<file path="config.mk">
export PLATFORM = sky130hd
export DESIGN_NAME = printable_ascii_keyed_shift_cipher_flat
export DESIGN_NICKNAME = d
export VERILOG_FILES = /design/src/rtl/pakc_pkg.sv /design/src/rtl/pakc_in_if.sv /design/src/rtl/pakc_out_if.sv /design/src/rtl/printable_ascii_keyed_shift_cipher.sv /design/src/flat_wrapper.sv
export SDC_FILE = /design/constraint.sdc
export NUM_CORES = 1
export LEC_CHECK = 0
export BUFFER_PORTS_ARGS = -buffer_cell sky130_fd_sc_hd__buf_2
export CAP_MARGIN = 5
export CORE_MARGIN = 8
export CORE_UTILIZATION = 40
export CTS_CLUSTER_DIAMETER = 200
export DETAILED_ROUTE_END_ITERATION = 8
export PLACE_DENSITY = 0.64
export SLEW_MARGIN = 20
export SYNTH_ARGS = -nofsm -noshare
export SYNTH_HDL_FRONTEND = slang
export SYNTH_SLANG_ARGS = --single-unit
</file>
<file path="constraint.sdc">
create_clock -name clk_i -period 12.8 [get_ports clk_i]
set_clock_uncertainty 0.05 [all_clocks]
set_input_delay 2.56 -clock clk_i [delete_from_list [all_inputs] [get_ports clk_i]]
set_output_delay 2.56 -clock clk_i [all_outputs]
set_load 0.005 [all_outputs]
</file>
<file path="src/rtl/pakc_pkg.sv">
package pakc_pkg;

  localparam int unsigned KeyMax   = 32;
  localparam int unsigned KeyPosW  = $clog2(KeyMax);
  localparam int unsigned KeyLenW  = 6;
  localparam int unsigned CharW    = 8;
  localparam int unsigned KeyRegW  = 64;
  localparam int unsigned KeyRegs  = 4;
  localparam int unsigned PaddrW   = 6;
  localparam int unsigned PdataW   = 64;
  localparam int unsigned BitIdxW  = 3;

  typedef enum logic {
    MODE_ENC = 1'b0,
    MODE_DEC = 1'b1
  } mode_e;

  typedef enum logic {
    KIND_DATA    = 1'b0,
    KIND_RESTART = 1'b1
  } kind_e;

  localparam logic [2:0] REG_MODE    = 3'd0;
  localparam logic [2:0] REG_KEY_LEN = 3'd1;
  localparam logic [2:0] REG_KEY_0   = 3'd2;
  localparam logic [2:0] REG_KEY_1   = 3'd3;
  localparam logic [2:0] REG_KEY_2   = 3'd4;
  localparam logic [2:0] REG_KEY_3   = 3'd5;

  localparam logic [CharW-1:0] CharTab  = 8'd9;
  localparam logic [CharW-1:0] CharLow  = 8'd31;
  localparam logic [CharW-1:0] CharCtl  = 8'd30;
  localparam logic [CharW-1:0] CharZero = 8'd48;

endpackage

</file>
<file path="src/rtl/pakc_in_if.sv">
interface pakc_in_if;
  import pakc_pkg::*;

  logic             valid;
  logic             ready;
  logic             kind;
  logic [CharW-1:0] char_in;

  modport source (output valid, output kind, output char_in, input ready);
  modport sink   (input valid, input kind, input char_in, output ready);

endinterface

</file>
<file path="src/rtl/pakc_out_if.sv">
interface pakc_out_if;
  import pakc_pkg::*;

  logic             valid;
  logic             ready;
  logic [CharW-1:0] byte_out;
  logic             last;

  modport source (output valid, output byte_out, output last, input ready);
  modport sink   (input valid, input byte_out, input last, output ready);

endinterface

</file>
<file path="src/rtl/printable_ascii_keyed_shift_cipher.sv">
// Keyed shift cipher over printable ASCII with binary-text ciphertext. Items pass through an
// input register, are shifted combinationally by the current key byte, and land in a result
// register that also serialises the output. In encrypt mode every data item gives eight
// '0'/'1' result items, MSB first, and the next item waits in the input register until all
// eight are sent; in decrypt mode and for restart items intake is one item per cycle unless
// a finished group waits on a busy result register, with one result per eighth digit. Key and
// mode registers sit on a 64-bit APB port at byte address 8*index; write them only while idle.
module printable_ascii_keyed_shift_cipher (
  input  logic                          clk_i,
  input  logic                          rst_ni,
  input  logic                          psel,
  input  logic                          penable,
  input  logic                          pwrite,
  input  logic [pakc_pkg::PaddrW-1:0]   paddr,
  input  logic [pakc_pkg::PdataW-1:0]   pwdata,
  output logic [pakc_pkg::PdataW-1:0]   prdata,
  output logic                          pready,
  pakc_in_if.sink                       in_i,
  pakc_out_if.source                    out_o
);
  import pakc_pkg::*;

  function automatic logic passes(input logic [CharW-1:0] c);
    return ((c <= CharCtl) && (c != CharTab)) || c[CharW-1];
  endfunction

  mode_e                           mode_q;
  logic [KeyLenW-1:0]              key_len_q;
  logic [KeyRegs-1:0][KeyRegW-1:0] key_q;

  logic             s1_valid_q;
  logic             s1_kind_q;
  logic [CharW-1:0] s1_char_q;

  logic [KeyPosW-1:0] kpos_q, kpos_d;
  logic [2:0]         dcnt_q, dcnt_d;
  logic [CharW-1:0]   acc_q, acc_d;

  logic               s2_valid_q, s2_valid_d;
  logic               s2_enc_q, s2_enc_d;
  logic [CharW-1:0]   s2_byte_q, s2_byte_d;
  logic [BitIdxW-1:0] s2_idx_q, s2_idx_d;

  logic               wr_en;
  logic [2:0]         wr_idx;
  logic [KeyMax*CharW-1:0] key_flat;
  logic [CharW-1:0]   kbyte;
  logic signed [9:0]  kval;
  logic [CharW-1:0]   digit;
  logic [CharW-1:0]   acc_new;
  logic               grp_done;
  logic               is_enc;
  logic [CharW-1:0]   src;
  logic               pass;
  logic signed [9:0]  vval;
  logic signed [9:0]  sval;
  logic [9:0]         tval;
  logic [8:0]         mval;
  logic [CharW-1:0]   eval;
  logic [CharW-1:0]   res_byte;
  logic               is_data;
  logic               has_result;
  logic               advance;
  logic [KeyLenW-1:0] len_eff;
  logic [KeyLenW-1:0] pos_inc;
  logic               out_fire;
  logic               s2_free;
  logic               s1_move;

  // configuration
  assign pready = 1'b1;
  assign wr_en  = psel && penable && pwrite;
  assign wr_idx = paddr[5:3];

  always_ff @(posedge clk_i or negedge rst_ni) begin
    if (!rst_ni) begin
      mode_q    <= MODE_ENC;
      key_len_q <= KeyLenW'(1);
      key_q     <= '0;
    end else if (wr_en) begin
      case (wr_idx)
        REG_MODE:    mode_q    <= mode_e'(pwdata[0]);
        REG_KEY_LEN: key_len_q <= pwdata[KeyLenW-1:0];
        REG_KEY_0:   key_q[0]  <= pwdata;
        REG_KEY_1:   key_q[1]  <= pwdata;
        REG_KEY_2:   key_q[2]  <= pwdata;
        REG_KEY_3:   key_q[3]  <= pwdata;
        default: ;
      endcase
    end
  end

  always_comb begin
    case (wr_idx)
      REG_MODE:    prdata = PdataW'(mode_q);
      REG_KEY_LEN: prdata = PdataW'(key_len_q);
      REG_KEY_0:   prdata = key_q[0];
      REG_KEY_1:   prdata = key_q[1];
      REG_KEY_2:   prdata = key_q[2];
      REG_KEY_3:   prdata = key_q[3];
      default:     prdata = '0;
    endcase
  end

  // handshake
  assign out_fire   = out_o.valid && out_o.ready;
  assign s2_free    = !s2_valid_q || (out_fire && out_o.last);
  assign s1_move    = s1_valid_q && (!has_result || s2_free);
  assign in_i.ready = !s1_valid_q || s1_move;

  always_ff @(posedge clk_i or negedge rst_ni) begin
    if (!rst_ni) begin
      s1_valid_q <= 1'b0;
    end else if (in_i.ready) begin
      s1_valid_q <= in_i.valid;
    end
  end

  always_ff @(posedge clk_i) begin
    if (in_i.valid && in_i.ready) begin
      s1_kind_q <= in_i.kind;
      s1_char_q <= in_i.char_in;
    end
  end

  // shift
  assign key_flat = key_q;
  assign kbyte    = key_flat[kpos_q*CharW +: CharW];
  assign kval     = kbyte[7] ? $signed({2'b00, kbyte}) - 10'sd130 : $signed({2'b00, kbyte});

  assign is_enc   = (mode_q == MODE_ENC);
  assign is_data  = (s1_kind_q == KIND_DATA);
  assign digit    = s1_char_q - CharZero;
  assign acc_new  = acc_q + (digit << (3'd7 - dcnt_q));
  assign grp_done = (dcnt_q == 3'd7);
  assign src      = is_enc ? s1_char_q : acc_new;
  assign pass     = passes(src);
  assign vval     = (src == CharTab) ? $signed({2'b00, CharLow}) : $signed({2'b00, src});
  assign sval     = is_enc ? vval + kval - 10'sd61 : vval - kval - 10'sd1;
  assign tval     = 10'($unsigned(sval + 10'sd192));

  always_comb begin
    if (tval >= 10'd384) begin
      mval = 9'(tval - 10'd384);
    end else if (tval >= 10'd288) begin
      mval = 9'(tval - 10'd288);
    end else if (tval >= 10'd192) begin
      mval = 9'(tval - 10'd192);
    end else if (tval >= 10'd96) begin
      mval = 9'(tval - 10'd96);
    end else begin
      mval = tval[8:0];
    end
    eval = CharW'(mval) + CharLow;
    if (eval == CharLow) begin
      eval = CharTab;
    end
    res_byte = pass ? src : eval;
  end

  assign has_result = is_data && (is_enc || grp_done);
  assign advance    = has_result && !pass;

  always_comb begin
    if (key_len_q == '0) begin
      len_eff = KeyLenW'(1);
    end else if (key_len_q > KeyLenW'(KeyMax)) begin
      len_eff = KeyLenW'(KeyMax);
    end else begin
      len_eff = key_len_q;
    end
    pos_inc = KeyLenW'(kpos_q) + KeyLenW'(1);
  end

  always_comb begin
    kpos_d = kpos_q;
    dcnt_d = dcnt_q;
    acc_d  = acc_q;
    if (s1_move) begin
      if (!is_data) begin
        kpos_d = '0;
        dcnt_d = '0;
        acc_d  = '0;
      end else begin
        if (!is_enc) begin
          dcnt_d = dcnt_q + 3'd1;
          acc_d  = grp_done ? '0 : acc_new;
        end
        if (advance) begin
          kpos_d = (pos_inc >= len_eff) ? '0 : pos_inc[KeyPosW-1:0];
        end
      end
    end
  end

  always_ff @(posedge clk_i or negedge rst_ni) begin
    if (!rst_ni) begin
      kpos_q <= '0;
      dcnt_q <= '0;
      acc_q  <= '0;
    end else begin
      kpos_q <= kpos_d;
      dcnt_q <= dcnt_d;
      acc_q  <= acc_d;
    end
  end

  // result register and serialiser
  always_comb begin
    s2_valid_d = s2_valid_q;
    s2_enc_d   = s2_enc_q;
    s2_byte_d  = s2_byte_q;
    s2_idx_d   = s2_idx_q;
    if (out_fire) begin
      if (out_o.last) begin
        s2_valid_d = 1'b0;
      end else begin
        s2_idx_d  = s2_idx_q + BitIdxW'(1);
        s2_byte_d = s2_byte_q << 1;
      end
    end
    if (s1_move && has_result) begin
      s2_valid_d = 1'b1;
      s2_enc_d   = is_enc;
      s2_byte_d  = res_byte;
      s2_idx_d   = '0;
    end
  end

  always_ff @(posedge clk_i or negedge rst_ni) begin
    if (!rst_ni) begin
      s2_valid_q <= 1'b0;
      s2_idx_q   <= '0;
    end else begin
      s2_valid_q <= s2_valid_d;
      s2_idx_q   <= s2_idx_d;
    end
  end

  always_ff @(posedge clk_i) begin
    s2_enc_q  <= s2_enc_d;
    s2_byte_q <= s2_byte_d;
  end

  assign out_o.valid    = s2_valid_q;
  assign out_o.byte_out = s2_enc_q ? (CharZero | CharW'(s2_byte_q[CharW-1])) : s2_byte_q;
  assign out_o.last     = !s2_enc_q || (s2_idx_q == BitIdxW'(7));

  // checks
  a_restart_clears: assert property (@(posedge clk_i) disable iff (!rst_ni)
    s1_move && !is_data |=> (kpos_q == '0) && (dcnt_q == '0) && (acc_q == '0))
    else $error("restart did not clear key position and digit group");

  a_dec_single: assert property (@(posedge clk_i) disable iff (!rst_ni)
    out_o.valid && !s2_enc_q |-> out_o.last && (s2_idx_q == '0))
    else $error("decrypt result not a single last item");

  a_serial_cont: assert property (@(posedge clk_i) disable iff (!rst_ni)
    s2_valid_q && (s2_idx_q != '0) |-> $past(s2_valid_q) && $past(s2_enc_q))
    else $error("serialiser resumed without a running item");

  a_no_overwrite: assert property (@(posedge clk_i) disable iff (!rst_ni)
    s2_valid_q && !(out_fire && out_o.last) |-> !(s1_move && has_result))
    else $error("result register overwritten while busy");

  a_pos_in_range: assert property (@(posedge clk_i) disable iff (!rst_ni)
    s1_move && advance |=> (KeyLenW'(kpos_q) < $past(len_eff)))
    else $error("key position beyond key length after advance");

endmodule

</file>
<file path="src/flat_wrapper.sv">
// flat-port wrapper written by rule: the top's interface ports become plain ports
module printable_ascii_keyed_shift_cipher_flat import pakc_pkg::*;
  (clk_i, rst_ni, psel, penable, pwrite, paddr, pwdata, prdata, pready, in_i_valid, in_i_kind, in_i_char_in, in_i_ready, out_o_valid, out_o_byte_out, out_o_last, out_o_ready);
  pakc_in_if in_i_i ();
  pakc_out_if out_o_i ();
  input  logic clk_i;
  input  logic rst_ni;
  input  logic psel;
  input  logic penable;
  input  logic pwrite;
  input  logic [pakc_pkg::PaddrW-1:0] paddr;
  input  logic [pakc_pkg::PdataW-1:0] pwdata;
  output logic [pakc_pkg::PdataW-1:0] prdata;
  output logic pready;
  input wire logic [$bits(in_i_i.valid)-1:0] in_i_valid;
  input wire logic [$bits(in_i_i.kind)-1:0] in_i_kind;
  input wire logic [$bits(in_i_i.char_in)-1:0] in_i_char_in;
  output wire logic [$bits(in_i_i.ready)-1:0] in_i_ready;
  output wire logic [$bits(out_o_i.valid)-1:0] out_o_valid;
  output wire logic [$bits(out_o_i.byte_out)-1:0] out_o_byte_out;
  output wire logic [$bits(out_o_i.last)-1:0] out_o_last;
  input wire logic [$bits(out_o_i.ready)-1:0] out_o_ready;
  assign in_i_i.valid = in_i_valid;
  assign in_i_i.kind = in_i_kind;
  assign in_i_i.char_in = in_i_char_in;
  assign in_i_ready = in_i_i.ready;
  assign out_o_valid = out_o_i.valid;
  assign out_o_byte_out = out_o_i.byte_out;
  assign out_o_last = out_o_i.last;
  assign out_o_i.ready = out_o_ready;
  printable_ascii_keyed_shift_cipher u_core (.clk_i(clk_i), .rst_ni(rst_ni), .psel(psel), .penable(penable), .pwrite(pwrite), .paddr(paddr), .pwdata(pwdata), .prdata(prdata), .pready(pready), .in_i(in_i_i), .out_o(out_o_i));
endmodule
</file>
==> impl_metrics.csv <==
group,metric,value,unit
die,die-area,50700,um2
power_and_ir_drop,total_power,4.76,mW
power_and_ir_drop,clockPowerShare,20.8,%
sta,min_period,9.18,ns
drt,wl_met1,21200,um
setup_path,crit_slowest_cell,"dfrtp_1",
drt,drtIter0Drc,1027,
synthesis,synth_edf_count,18,
clock_network,cts_sinks,302,
drt,dr_wl_met3,2850,um
cells_and_area,syn2layout_area_growth,13.7,%
global_route,antenna_found_initial,8,
synthesis,synth_seq_cells,302,
power_and_ir_drop,swShare,41.0,%
setup_path,crit_required,13.02,ns
clock_network,clk_path_buf_depth,3,
cells_and_area,final_cell_mix,"dfrtp_1, mux2_2, buf_2",
clock_network,cts_setup_buffers,0,
setup_path,crit_path_start_kind,"flip-flop",
clock_network,path_clk_slew,0.06,ns
die,io_pins,162,
setup_path,rr_startpoint,"u_core.dcnt_q[0]",
power_and_ir_drop,p_int,2.81,mW
sta,setup_viol,0,
synthesis,synth_area,17500,um2
power_and_ir_drop,p_per_area,239,nW/um2
setup_path,critPathKind,"flip-flop to flip-flop",
sta,fin_ws,3.62,ns
setup_path,cp_data_arrival_time,9.40,ns
clock_network,clk-insertion-delay-late,0.56,ns
min_path,hold_depth,1,
synthesis,yosysUniqueCellTypes,75,
min_path,min_from,"u_core.acc_q[4]",
synthesis,async_flop_share,94.0,%
min_path,min_path_type,"flip-flop to flip-flop",
placed_design,dp_cells,2117,
global_route,track_usage,19.2,%
setup_path,r2r-end,"u_core.s2_byte_q[2]",
sta,period_share,71.7,%
die,initial_core_util,40.6,%
cells_and_area,nets,1714,
placed_design,preCtsSetupSlack,3.64,ns
sta,rsz0062_at_grt,"no",
placed_design,port-buffer-count,157,
drt,drtAntennaViolNets,0,
sta,slew_headroom,26.9,%
die,die_w,225,um
drt,vias,12800,
sta,final-max-slew-violation-count,0,
cells_and_area,layout_commonest_cell,"dfrtp_1",
clock_network,cts-buffers-inserted,36,
placed_design,place_congestion,0.925,
drt,dr.pass1.iters,7,
setup_path,r2r_setup_slack,3.62,ns
drt,viasPerCell,5.87,
die,die_y,225,um
setup_path,crit_path_end_kind,"flip-flop",
cells_and_area,instances_no_fill,2185,
setup_path,r2r.worst_path.cells,36,
global_route,grt-ovfl-total,0,
drt,post_drt_wl_per_cell,22.6,um
die,rows,76,
synthesis,yosysSeqAreaShare,43.7,%
power_and_ir_drop,p_leak,8.91,nW
setup_path,max_stage_delay,0.61,ns
run,maxCapViolations,0,
clock_network,cts_resized,0,
sta,fmaxAchievable,0.109,GHz
synthesis,synth_nets,1596,
synthesis,synth_ff_type,"dfrtp_1",
global_route,grt_pass1_vias,13000,
clock_network,cts-root-buf,"clkbuf_16",
sta,finalHoldViolCount,0,
setup_path,cp_max_fo,12,
clock_network,cts-htree-levels,2,
sta,setup-tns-final,0,ns
drt,routed.top_layer,"met5",
min_path,holdPathEnd,"u_core.acc_q[4]",
power_and_ir_drop,ir_drop,0.157,mV
power_and_ir_drop,p_switching,1.95,mW
drt,routed_wl,49400,um
power_and_ir_drop,pwr-share-comb,51.0,%
synthesis,synth_warnings,0,
synthesis,syn_area_per_cell,12.1,um2
sta,finalHoldWorstSlack,0.468,ns
drt,drc,0,
cells_and_area,drive_above_1_share,37.3,%
global_route,grt_pass1_wl,77000,um
global_route,grt_max_degree,95,
setup_path,crit_top_cell,"a21oi_1",
die,core,43200,um2
clock_network,cts_tree,"built",
drt,route.met2.wl,23900,um
status,status,"complete, no violations",
synthesis,netlist_instances,1452,
sta,worst_slew_pin_slew,1.10,ns
placed_design,hpwl,34400,um
power_and_ir_drop,power_frac_seq,28.2,%
clock_network,hold_buffers,0,
how the worst max path moves through the flow:
stage | from | endpoint | slack [ns] | cells past startpoint
5_1_grt | u_core.dcnt_q[0] | u_core.s2_byte_q[2] | 2.84 | 36
4_1_cts | u_core.dcnt_q[0] | u_core.s2_byte_q[2] | 3.60 | 36
3_3_place_gp | u_core.dcnt_q[0] | u_core.s2_byte_q[2] | 3.76 | 36
3_5_place_dp | u_core.dcnt_q[0] | u_core.s2_byte_q[2] | 3.64 | 36
6_report | u_core.dcnt_q[0] | u_core.s2_byte_q[2] | 3.62 | 36
2_1_floorplan | u_core.dcnt_q[0] | u_core.s2_byte_q[2] | 4.76 | 36
sequential cells by signal, indices dropped and copies added, names as in the netlist:
register and flops:
u_core.s2_enc_q 1, u_core.s2_idx_q 3, u_core.out_o.valid 1, u_core.acc_q 8
u_core.dcnt_q 3, u_core.s1_char_q 8, u_core.kpos_q 5, u_core.s1_kind_q 1
u_core.s2_byte_q 8, u_core.key_len_q 6, u_core.mode_q 1, u_core.key_flat 256
u_core.s1_valid_q 1
per-stage QoR:
stage	util (%)	area [um2]
after floorplan	-	17500
after global placement	43.4	18700
after detailed placement	43.4	18700
after CTS	46.1	19900
after global routing	46.1	19900
final	46.1	19900
cell type report:
type,instances,area (um2)
fillers,3968,23300
repair buffers,174,927
flip-flops and latches,302,7650
inverters,39,146
well taps,585,732
diodes,4,10.0
clock buffers,49,1010
multi-input cells,1017,9290
clock inverters,15,136
power groups by stage:
stage               Combinational [mW]  Clock [mW]  Sequential, mW
finish                            2.42       0.989            1.34
floorplan                         1.93           0            1.25
global route                      2.65        1.05            1.37
detailed placement                2.41           0            1.35
CTS                               2.42        1.01            1.34
global placement                  2.34           0            1.34
cell families after synthesis:
logic type / Yosys count / synth area share (%)
XOR/XNOR: 29 / 1.45
other: 1 / 0.0214
buffers and inverters: 133 / 3.52
AO/OA/AOI/OAI: 287 / 11.6
adder cells (fa/ha/maj): 58 / 4.27
multiplexers: 368 / 27.5
flip-flops: 302 / 43.7
AND/OR/NAND/NOR: 274 / 7.98
critical path: cells and delay by family (launching register included):
kind,cells,cell delay [ns]
adder cells (fa/ha/maj),4,1.38
buffers and inverters,2,0.33
XOR/XNOR,2,0.48
flip-flops,1,0.61
AND/OR/NAND/NOR,13,2.38
AO/OA/AOI/OAI,13,2.83
multiplexers,2,0.88
cell usage after synthesis, types with 4 or more instances:
| cell type | n | area (um2) |
|---|---|---|
| o21bai_1 | 4 | 30.0 |
| edfxtp_1 | 18 | 541 |
| a211oi_1 | 7 | 52.6 |
| nor4_2 | 4 | 50.1 |
| a221oi_1 | 5 | 43.8 |
| mux4_2 | 58 | 1310 |
| nor2_1 | 49 | 184 |
| ha_1 | 55 | 688 |
| nand2_1 | 108 | 405 |
| o22ai_1 | 27 | 169 |
| buf_2 | 5 | 25.0 |
| buf_1 | 10 | 37.5 |
| nand3b_1 | 4 | 30.0 |
| nor3_1 | 12 | 60.1 |
| or2_2 | 4 | 25.0 |
| o21a_1 | 4 | 30.0 |
| and4_1 | 4 | 35.0 |
| mux2i_1 | 32 | 320 |
| a22oi_1 | 117 | 878 |
| nand3_1 | 19 | 95.1 |
| mux2_2 | 274 | 3090 |
| o21ai_0 | 30 | 150 |
| dfrtp_1 | 283 | 7080 |
| a21oi_1 | 43 | 215 |
| a22o_1 | 10 | 87.6 |
| inv_1 | 39 | 146 |
| clkbuf_1 | 65 | 244 |
| xnor2_1 | 19 | 166 |
| nor2b_1 | 22 | 138 |
| mux4_1 | 4 | 105 |
| nand2b_1 | 15 | 93.8 |
| xor2_1 | 10 | 87.6 |
| or3_1 | 6 | 37.5 |
| a21o_1 | 4 | 30.0 |
| a211o_1 | 4 | 35.0 |
| buf_6 | 10 | 113 |
| and2_1 | 10 | 62.6 |
routing by layer:
layer | GRT usage, % | vias to the layer above
met2 | 31.6 | 409
met4 | 6.67 | 6
li1 | - | 5714
met3 | 3.85 | 83
met1 | 25.2 | 6612
met5 | 0 | -
No activity file was read; power rests on OpenSTA's default activity.
